### config.mk
export PLATFORM = sky130hd
export DESIGN_NAME = associated_laguerre_eval_unit_flat
export DESIGN_NICKNAME = d
export VERILOG_FILES = /design/src/hw/rtl/ale_pkg.sv /design/src/hw/rtl/ale_if.sv /design/src/hw/rtl/associated_laguerre_eval_unit.sv /design/src/hw/rtl/ale_mac.sv /design/src/hw/rtl/ale_div.sv /design/src/flat_wrapper.sv
export SDC_FILE = /design/constraint.sdc
export NUM_CORES = 2
export LEC_CHECK = 0
export ABC_AREA = 1
export BUFFER_PORTS_ARGS = -buffer_cell sky130_fd_sc_hd__buf_2
export CORE_UTILIZATION = 45
export DETAILED_ROUTE_END_ITERATION = 6
export SYNTH_ARGS = -nofsm -noshare
export SYNTH_HDL_FRONTEND = slang
export SYNTH_SLANG_ARGS = --single-unit
### constraint.sdc
create_clock -name clk -period 21.6 [get_ports clk]
set_clock_uncertainty 0.1 [all_clocks]
set_input_delay 6.48 -clock clk [delete_from_list [all_inputs] [get_ports clk]]
set_output_delay 6.48 -clock clk [all_outputs]
set_load 0.01 [all_outputs]
### src/hw/rtl/ale_pkg.sv
// Package for the associated Laguerre evaluation unit.
// Field widths, fixed-point constants, register indexes and the MAC op struct.
// No dependencies.
package ale_pkg;

	localparam int ARG_W   = 24;
	localparam int VAL_W   = 48;
	localparam int PN_W    = 5;
	localparam int OL_W    = 4;
	localparam int CFG_D_W = 5;
	localparam int CFG_I_W = 1;
	localparam int IDX_W   = 5;
	localparam int COEF_W  = 26;
	localparam int CHUNK_W = 16;
	localparam int MB_W    = CHUNK_W + 1;
	localparam int PROD_W  = COEF_W + MB_W;
	localparam int ACC_W   = 76;
	localparam int NUM_W   = 64;
	localparam int DIVR_W  = 5;
	localparam int BITS_PER_CYC = 8;

	localparam int MAX_PRINCIPAL_DEF = 16;

	localparam logic signed [VAL_W-1:0] ONE_Q16 = 48'sd65536;
	localparam logic signed [NUM_W-1:0] VAL_MAX = 64'sd140737488355327;
	localparam logic signed [NUM_W-1:0] VAL_MIN = -64'sd140737488355328;

	typedef enum logic [CFG_I_W-1:0] {
		CFG_PRINCIPAL = 1'b0,
		CFG_ORBITAL   = 1'b1
	} cfg_idx_t;

	typedef struct packed {
		logic                     valid;
		logic                     clr;
		logic                     sub;
		logic [1:0]               shift;
		logic signed [COEF_W-1:0] a;
		logic signed [MB_W-1:0]   b;
	} mac_op_t;

endpackage

### src/hw/rtl/ale_if.sv
// Request and result channel interfaces: valid/ready plus payload.
// Depends on ale_pkg.
interface ale_req_if;
	import ale_pkg::*;
	logic             valid;
	logic             ready;
	logic [ARG_W-1:0] argument;

	modport source (output valid, output argument, input ready);
	modport sink (input valid, input argument, output ready);
endinterface

interface ale_res_if;
	import ale_pkg::*;
	logic                    valid;
	logic                    ready;
	logic signed [VAL_W-1:0] poly_value;
	logic                    saturated;

	modport source (output valid, output poly_value, output saturated, input ready);
	modport sink (input valid, input poly_value, input saturated, output ready);
endinterface

### src/hw/rtl/associated_laguerre_eval_unit.sv
// Associated Laguerre evaluator L^k_d(x), k = 2l+1, d = n-l-1, by three-term recurrence.
// Degree 1 or less needs no recurrence step; each step for degree 2 up to 15 runs six
// 26x17 partial products on the shared MAC, then the eight-bit-per-cycle divider.
// One request at a time; ready only while the sequencer idles.
// Reset: principal number 1, orbital number 0, no result pending.
module associated_laguerre_eval_unit #(
	parameter int MAX_PRINCIPAL = ale_pkg::MAX_PRINCIPAL_DEF
) (
	input  logic                         clk,
	input  logic                         arst_n,
	input  logic                         wr_en,
	input  logic [ale_pkg::CFG_I_W-1:0]  wr_index,
	input  logic [ale_pkg::CFG_D_W-1:0]  wr_data,
	ale_req_if.sink                      request,
	ale_res_if.source                    result
);
	import ale_pkg::*;

	typedef enum logic [2:0] {
		S_IDLE,
		S_MUL,
		S_DIVL,
		S_DIVW,
		S_DONE
	} state_t;

	state_t                  state_q;
	logic [PN_W-1:0]         pn_q;
	logic [OL_W-1:0]         ol_q;
	logic [2:0]              j_q;
	logic [IDX_W-1:0]        i_q;
	logic [IDX_W-1:0]        d_q;
	logic [5:0]              k_q;
	logic [ARG_W-1:0]        x_q;
	logic signed [VAL_W-1:0] prev1_q;
	logic signed [VAL_W-1:0] prev2_q;
	logic                    sat_q;
	logic                    out_valid_q;
	logic signed [VAL_W-1:0] out_val_q;
	logic                    out_sat_q;

	logic [PN_W-1:0]         n_eff;
	logic signed [6:0]       deg;
	logic [5:0]              k_new;
	logic signed [VAL_W-1:0] l1_new;
	logic [6:0]              a_int;
	logic signed [COEF_W-1:0] a_coef;
	logic signed [COEF_W-1:0] c_coef;
	logic signed [VAL_W-1:0] src;
	logic [1:0]              chunk;
	logic [CHUNK_W-1:0]      chunk_bits;
	mac_op_t                 op;
	logic signed [ACC_W-1:0] acc;
	logic                    div_done;
	logic signed [NUM_W-1:0] quot;
	logic signed [NUM_W-1:0] div_num;
	logic signed [VAL_W-1:0] clipped;
	logic                    clip_sat;
	logic                    out_free;

	assign n_eff  = (int'(pn_q) > MAX_PRINCIPAL) ? PN_W'(MAX_PRINCIPAL) : pn_q;
	assign deg    = $signed({2'b0, n_eff}) - $signed({3'b0, ol_q}) - 7'sd1;
	assign k_new  = {1'b0, ol_q, 1'b1};
	assign l1_new = $signed({26'b0, 6'(k_new + 6'd1), 16'b0}) - $signed({24'b0, request.argument});

	assign a_int  = 7'({i_q, 1'b0}) - 7'd1 + {1'b0, k_q};
	assign a_coef = $signed({3'b0, a_int, 16'b0}) - $signed({2'b0, x_q});
	assign c_coef = $signed({20'b0, 6'({1'b0, i_q} - 6'd1 + k_q)});

	assign chunk      = (j_q < 3'd3) ? j_q[1:0] : 2'(j_q - 3'd3);
	assign src        = (j_q < 3'd3) ? prev1_q : prev2_q;
	assign chunk_bits = src[CHUNK_W * chunk +: CHUNK_W];

	always_comb begin
		op.valid = (state_q == S_MUL) && (j_q < 3'd6);
		op.clr   = (state_q == S_MUL) && (j_q == 3'd0);
		op.sub   = (j_q >= 3'd3);
		op.shift = (j_q < 3'd3) ? chunk : 2'(chunk + 2'd1);
		op.a     = (j_q < 3'd3) ? a_coef : c_coef;
		op.b     = (chunk == 2'd2) ? $signed({chunk_bits[CHUNK_W-1], chunk_bits})
		                           : $signed({1'b0, chunk_bits});
	end

	ale_mac u_mac (
		.clk    (clk),
		.arst_n (arst_n),
		.op     (op),
		.acc    (acc)
	);

	assign div_num = NUM_W'($signed(acc[ACC_W-1:16]));

	ale_div u_div (
		.clk     (clk),
		.arst_n  (arst_n),
		.start   (state_q == S_DIVL),
		.num     (div_num),
		.divisor (i_q),
		.done    (div_done),
		.quot    (quot)
	);

	always_comb begin
		clip_sat = 1'b0;
		clipped  = quot[VAL_W-1:0];
		if (quot > VAL_MAX) begin
			clipped  = VAL_MAX[VAL_W-1:0];
			clip_sat = 1'b1;
		end else if (quot < VAL_MIN) begin
			clipped  = VAL_MIN[VAL_W-1:0];
			clip_sat = 1'b1;
		end
	end

	assign out_free      = !out_valid_q || result.ready;
	assign request.ready = (state_q == S_IDLE);

	always_ff @(posedge clk or negedge arst_n) begin
		if (!arst_n) begin
			pn_q        <= PN_W'(1);
			ol_q        <= '0;
			state_q     <= S_IDLE;
			j_q         <= '0;
			out_valid_q <= 1'b0;
		end else begin
			if (wr_en) begin
				unique case (cfg_idx_t'(wr_index))
					CFG_PRINCIPAL: pn_q <= wr_data[PN_W-1:0];
					CFG_ORBITAL:   ol_q <= wr_data[OL_W-1:0];
					default: ;
				endcase
			end
			if (out_valid_q && result.ready) begin
				out_valid_q <= 1'b0;
			end
			unique case (state_q)
				S_IDLE: begin
					if (request.valid) begin
						j_q <= '0;
						if (deg > 7'sd1) begin
							state_q <= S_MUL;
						end else begin
							state_q <= S_DONE;
						end
					end
				end
				S_MUL: begin
					j_q <= j_q + 3'd1;
					if (j_q == 3'd6) begin
						state_q <= S_DIVL;
					end
				end
				S_DIVL: begin
					state_q <= S_DIVW;
				end
				S_DIVW: begin
					if (div_done) begin
						j_q <= '0;
						if (i_q == d_q) begin
							state_q <= S_DONE;
						end else begin
							state_q <= S_MUL;
						end
					end
				end
				S_DONE: begin
					if (out_free) begin
						out_valid_q <= 1'b1;
						state_q     <= S_IDLE;
					end
				end
				default: state_q <= S_IDLE;
			endcase
		end
	end

	always_ff @(posedge clk) begin
		if (state_q == S_IDLE && request.valid) begin
			x_q     <= request.argument;
			k_q     <= k_new;
			d_q     <= deg[IDX_W-1:0];
			i_q     <= IDX_W'(2);
			sat_q   <= 1'b0;
			prev2_q <= ONE_Q16;
			if (deg < 7'sd0) begin
				prev1_q <= '0;
			end else if (deg == 7'sd0) begin
				prev1_q <= ONE_Q16;
			end else begin
				prev1_q <= l1_new;
			end
		end else if (state_q == S_DIVW && div_done) begin
			prev2_q <= prev1_q;
			prev1_q <= clipped;
			sat_q   <= sat_q | clip_sat;
			i_q     <= i_q + IDX_W'(1);
		end
		if (state_q == S_DONE && out_free) begin
			out_val_q <= prev1_q;
			out_sat_q <= sat_q;
		end
	end

	assign result.valid      = out_valid_q;
	assign result.poly_value = out_val_q;
	assign result.saturated  = out_sat_q;
endmodule

### src/hw/rtl/ale_mac.sv
// Shared multiply-accumulate unit: 26x17 signed product, registered,
// then shifted by 16-bit chunk position and added to or subtracted from the accumulator.
// Depends on ale_pkg.
module ale_mac (
	input  logic                           clk,
	input  logic                           arst_n,
	input  ale_pkg::mac_op_t               op,
	output logic signed [ale_pkg::ACC_W-1:0] acc
);
	import ale_pkg::*;

	logic                     valid_s1;
	logic                     sub_s1;
	logic [1:0]               shift_s1;
	logic signed [PROD_W-1:0] prod_s1;
	logic signed [ACC_W-1:0]  acc_q;
	logic signed [ACC_W-1:0]  term;

	always_ff @(posedge clk or negedge arst_n) begin
		if (!arst_n) begin
			valid_s1 <= 1'b0;
		end else begin
			valid_s1 <= op.valid;
		end
	end

	always_ff @(posedge clk) begin
		prod_s1  <= PROD_W'(op.a * op.b);
		sub_s1   <= op.sub;
		shift_s1 <= op.shift;
	end

	assign term = ACC_W'(prod_s1) <<< (CHUNK_W * int'(shift_s1));

	always_ff @(posedge clk) begin
		if (op.clr) begin
			acc_q <= '0;
		end else if (valid_s1) begin
			if (sub_s1) begin
				acc_q <= acc_q - term;
			end else begin
				acc_q <= acc_q + term;
			end
		end
	end

	assign acc = acc_q;
endmodule

### src/hw/rtl/ale_div.sv
// Iterative signed divider by a small unsigned step index, truncating toward zero.
// Eight quotient bits per cycle. Depends on ale_pkg.
module ale_div (
	input  logic                             clk,
	input  logic                             arst_n,
	input  logic                             start,
	input  logic signed [ale_pkg::NUM_W-1:0] num,
	input  logic [ale_pkg::DIVR_W-1:0]       divisor,
	output logic                             done,
	output logic signed [ale_pkg::NUM_W-1:0] quot
);
	import ale_pkg::*;

	localparam int ITER   = NUM_W / BITS_PER_CYC;
	localparam int CNT_W  = $clog2(ITER);

	logic              busy_q;
	logic              done_q;
	logic [CNT_W-1:0]  cnt_q;
	logic              neg_q;
	logic [NUM_W-1:0]  mag_q;
	logic [DIVR_W-1:0] rem_q;
	logic [DIVR_W-1:0] div_q;
	logic [NUM_W-1:0]  mag_d;
	logic [DIVR_W-1:0] rem_d;

	always_comb begin
		logic [DIVR_W:0] t;
		mag_d = mag_q;
		rem_d = rem_q;
		for (int b = 0; b < BITS_PER_CYC; b++) begin
			t = {rem_d, mag_d[NUM_W-1]};
			if (t >= {1'b0, div_q}) begin
				rem_d = DIVR_W'(t - {1'b0, div_q});
				mag_d = {mag_d[NUM_W-2:0], 1'b1};
			end else begin
				rem_d = t[DIVR_W-1:0];
				mag_d = {mag_d[NUM_W-2:0], 1'b0};
			end
		end
	end

	always_ff @(posedge clk or negedge arst_n) begin
		if (!arst_n) begin
			busy_q <= 1'b0;
			done_q <= 1'b0;
			cnt_q  <= '0;
		end else begin
			done_q <= 1'b0;
			if (start) begin
				busy_q <= 1'b1;
				cnt_q  <= '0;
			end else if (busy_q) begin
				cnt_q <= cnt_q + CNT_W'(1);
				if (cnt_q == CNT_W'(ITER - 1)) begin
					busy_q <= 1'b0;
					done_q <= 1'b1;
				end
			end
		end
	end

	always_ff @(posedge clk) begin
		if (start) begin
			neg_q <= num[NUM_W-1];
			mag_q <= num[NUM_W-1] ? NUM_W'(-num) : NUM_W'(num);
			rem_q <= '0;
			div_q <= divisor;
		end else if (busy_q) begin
			mag_q <= mag_d;
			rem_q <= rem_d;
		end
	end

	assign done = done_q;
	assign quot = neg_q ? -$signed(mag_q) : $signed(mag_q);
endmodule
### src/flat_wrapper.sv
// flat-port wrapper written by rule: the top's interface ports become plain ports
module associated_laguerre_eval_unit_flat import ale_pkg::*;
#(
	parameter int MAX_PRINCIPAL = ale_pkg::MAX_PRINCIPAL_DEF
)
  (clk, arst_n, wr_en, wr_index, wr_data, request_valid, request_argument, request_ready, result_valid, result_poly_value, result_saturated, result_ready);
  ale_req_if request_i ();
  ale_res_if result_i ();
  input  logic clk;
  input  logic arst_n;
  input  logic wr_en;
  input  logic [ale_pkg::CFG_I_W-1:0] wr_index;
  input  logic [ale_pkg::CFG_D_W-1:0] wr_data;
  input wire logic [$bits(request_i.valid)-1:0] request_valid;
  input wire logic [$bits(request_i.argument)-1:0] request_argument;
  output wire logic [$bits(request_i.ready)-1:0] request_ready;
  output wire logic [$bits(result_i.valid)-1:0] result_valid;
  output wire logic [$bits(result_i.poly_value)-1:0] result_poly_value;
  output wire logic [$bits(result_i.saturated)-1:0] result_saturated;
  input wire logic [$bits(result_i.ready)-1:0] result_ready;
  assign request_i.valid = request_valid;
  assign request_i.argument = request_argument;
  assign request_ready = request_i.ready;
  assign result_valid = result_i.valid;
  assign result_poly_value = result_i.poly_value;
  assign result_saturated = result_i.saturated;
  assign result_i.ready = result_ready;
  associated_laguerre_eval_unit #(.MAX_PRINCIPAL(MAX_PRINCIPAL)) u_core (.clk(clk), .arst_n(arst_n), .wr_en(wr_en), .wr_index(wr_index), .wr_data(wr_data), .request(request_i), .result(result_i));
endmodule
==> flow_summary.yaml <==
clock_tree:
  ctsResizeCount: 0
  cts_sinks: 403
  hold_buffers: 0
  clk-insertion-delay-late_ns: 0.66
  htreeDepth: 2
  postCtsSetupBuffers: 0
  cts_tree: "built"
  cts_buffers: 47
  cts.root.buffer_cell: "clkbuf_16"
  path_clk_slew_ns: 0.07
  clk_path_buf_depth: 3
synth:
  yosys_warnings: 0
  synth.most_common_cell: "nand2_1"
  netlist-cell-type-count: 66
  synth-async-reset-ratio_pct: 5.46
  synthCells: 6347
  synth_top_cell_by_area: "fa_1"
  synth_top_area_share_pct: 18.6
  synthTopCellsByCount: "nand2_1, inv_1, nor2_1"
  synth.area.top_cells: "fa_1, edfxtp_1, nand2_1"
  synth_edf_count: 200
  yosys_register_bits: 403
  syn_nets: 7072
  synth_flop_cell: "edfxtp_1"
  synth_area_per_cell_um2: 7.32
  synth_area_um2: 46500
  seq_area_frac_synth_pct: 21.9
run_status:
  status: "finished with violations"
  violations: "design-rule violations"
global_route:
  gr-usage-all-layers_pct: 30.3
  grt_max_degree: 95
  grt_pass1_vias: 40530
  antenna_found_initial: 1
  grt_pass1_wl_mm: 241
  grt-ovfl-total: 0
sta:
  finalHoldViolCount: 0
  max_clock_freq_mhz: 81.1
  tightestPinTransition_ns: 1.13
  maxSlewHeadroom_pct: 24.8
  min_period_over_period_pct: 57.1
  maxSlewViolCount: 0
  setup_viol: 0
  period_needed_ns: 12.33
  fin_tns_setup_ns: 0
  rsz0062_at_grt: "no"
placed_design:
  dp_hpwl_mm: 129
  dp.cells: 7673
  routabilityCongestion: 0.993
  port_buffers: 85
route:
  avgViaCountPerCell: 5.38
  drt_iter0_markers: 3429
  wl_per_cell_um: 20.3
  drt-pass1-iter-count: 7
  vias: 41753
  ant_nets: 0
  drc: 3
  routed_wl_mm: 157
worst_setup_path:
  endpoint_kind: "register"
  cp_slowest_cell: "inv_1"
  critPathMaxStageDelay_ns: 0.53
  worstPathArrival_ns: 12.62
  crit_fanout: 10
  crit_required_ns: 21.90
  critical_path_class: "register to register"
  path_common_cell: "nand2_1"
  start_kind: "register"
worst_hold_path:
  hp-class: "register to register"
cells_and_area:
  final_cells: 7763
  drive_gt1_share_pct: 5.71
  syn_to_final_growth_pct: 7.46
  nets: 7079
job:
  cap_viol_max_count: 0
floorplanning:
  rows: 117
  initial_utilization_pct: 45.6
  io_pins: 86
  die_area_um2: 105000
  design.core.area_um2: 102000
  die_w_um: 323
  die-height_um: 323
## worst max-delay path, delay by kind of cell, from the launching register on
family / cells / cell delay, ns
AOI/OAI and AO/OA: 15 / 3.25
adders and majority gates: 8 / 2.89
buffers and inverters: 14 / 1.67
DFF: 1 / 0.36
and+or+nand+nor: 34 / 3.77
## routing by layer
metal | part of all wire (%) | vias to the layer above | track usage [%]
li1 | - | 20023 | -
met1 | 44 | 20110 | 41.5
met2 | 45 | 1365 | 47.9
met3 | 6.5 | 255 | 4.54
met4 | 4.1 | 0 | 11.8
met5 | 0 | - | 0
## stage by stage
step | area [um^2] | worst slack (ns) | hold slack, ns | utilization, %
after floorplan | 46500 | 10.93 | 0.308 | -
after global placement | 48300 | 8.98 | 0.335 | 47.3
after detailed placement | 48300 | 9.11 | 0.323 | 47.3
after CTS | 49900 | 9.09 | 0.339 | 49.0
after global routing | 49900 | 8.07 | 0.362 | 49.0
final | 50000 | 9.27 | 0.338 | 49.0
## logic make-up (layout without fill, tap and decap cells)
family	count (synthesis)	in the layout	synth area share, %
other cells	0	2	0
xor+xnor	310	310	5.84
buf+inv	1405	1451	11.5
simple gates	2562	2562	23.2
mux	11	11	0.237
flops	403	403	21.9
compound gates	966	966	11.7
fa+ha+maj	690	690	25.6
## registers in the layout (all words and copies together), names as in the netlist, 3 cells and up
| name | count |
|---|---|
| u_core.d_q | 5 |
| u_core.i_q | 5 |
| u_core.j_q | 3 |
| u_core.k_q | 4 |
| u_core.ol_q | 4 |
| u_core.pn_q | 5 |
| u_core.prev1_q | 48 |
| u_core.prev2_q | 48 |
| u_core.result.poly_value | 48 |
| u_core.state_q | 3 |
| u_core.u_div.cnt_q | 3 |
| u_core.u_div.div_q | 5 |
| u_core.u_div.mag_q | 64 |
| u_core.u_div.rem_q | 5 |
| u_core.u_mac.acc | 76 |
| u_core.u_mac.prod_s1 | 43 |
| u_core.x_q | 24 |
## area by class of cell
type	instances	area [um^2]
clock buffer	61	1300
multi-input combinational	4539	31000
timing repair buffer	136	808
tap	1368	1710
antenna	2	5.00
fill	10478	52100
clock inverter	27	347
sequential	403	10200
inverter	1227	4610
## cell usage in the layout (no fill, tap or decap), types with 180 or more instances in the layout
master and count:
dfxtp_1 180, a21oi_1 326, xor2_1 205, nor2_1 791, o21ai_0 385, fa_1 433
ha_1 257, inv_1 1204, nand3_1 215, nand2_1 1237, edfxtp_1 200
## final timing paths
| path | slack, ns | endpoint | startpoint | cells past startpoint |
|---|---|---|---|---|
| max | 9.27 | u_core.u_div.mag_q[0] | u_core.u_div.div_q[1] | 71 |
| min | 0.34 | u_core.result.saturated | u_core.sat_q | 0 |
| max reg2reg | 9.27 | u_core.u_div.mag_q[0] | u_core.u_div.div_q[1] | 71 |
| min reg2reg | 0.34 | u_core.result.saturated | u_core.sat_q | 0 |
| max in group asynchronous | 15.30 | u_core.u_mac.valid_s1 | arst_n | 1 |
| min in group asynchronous | 5.70 | u_core.ol_q[3] | arst_n | 1 |
Power is left out: the tool's default activity adds up to more than one toggle a clock period on the data nets, which glitch-free logic cannot reach.
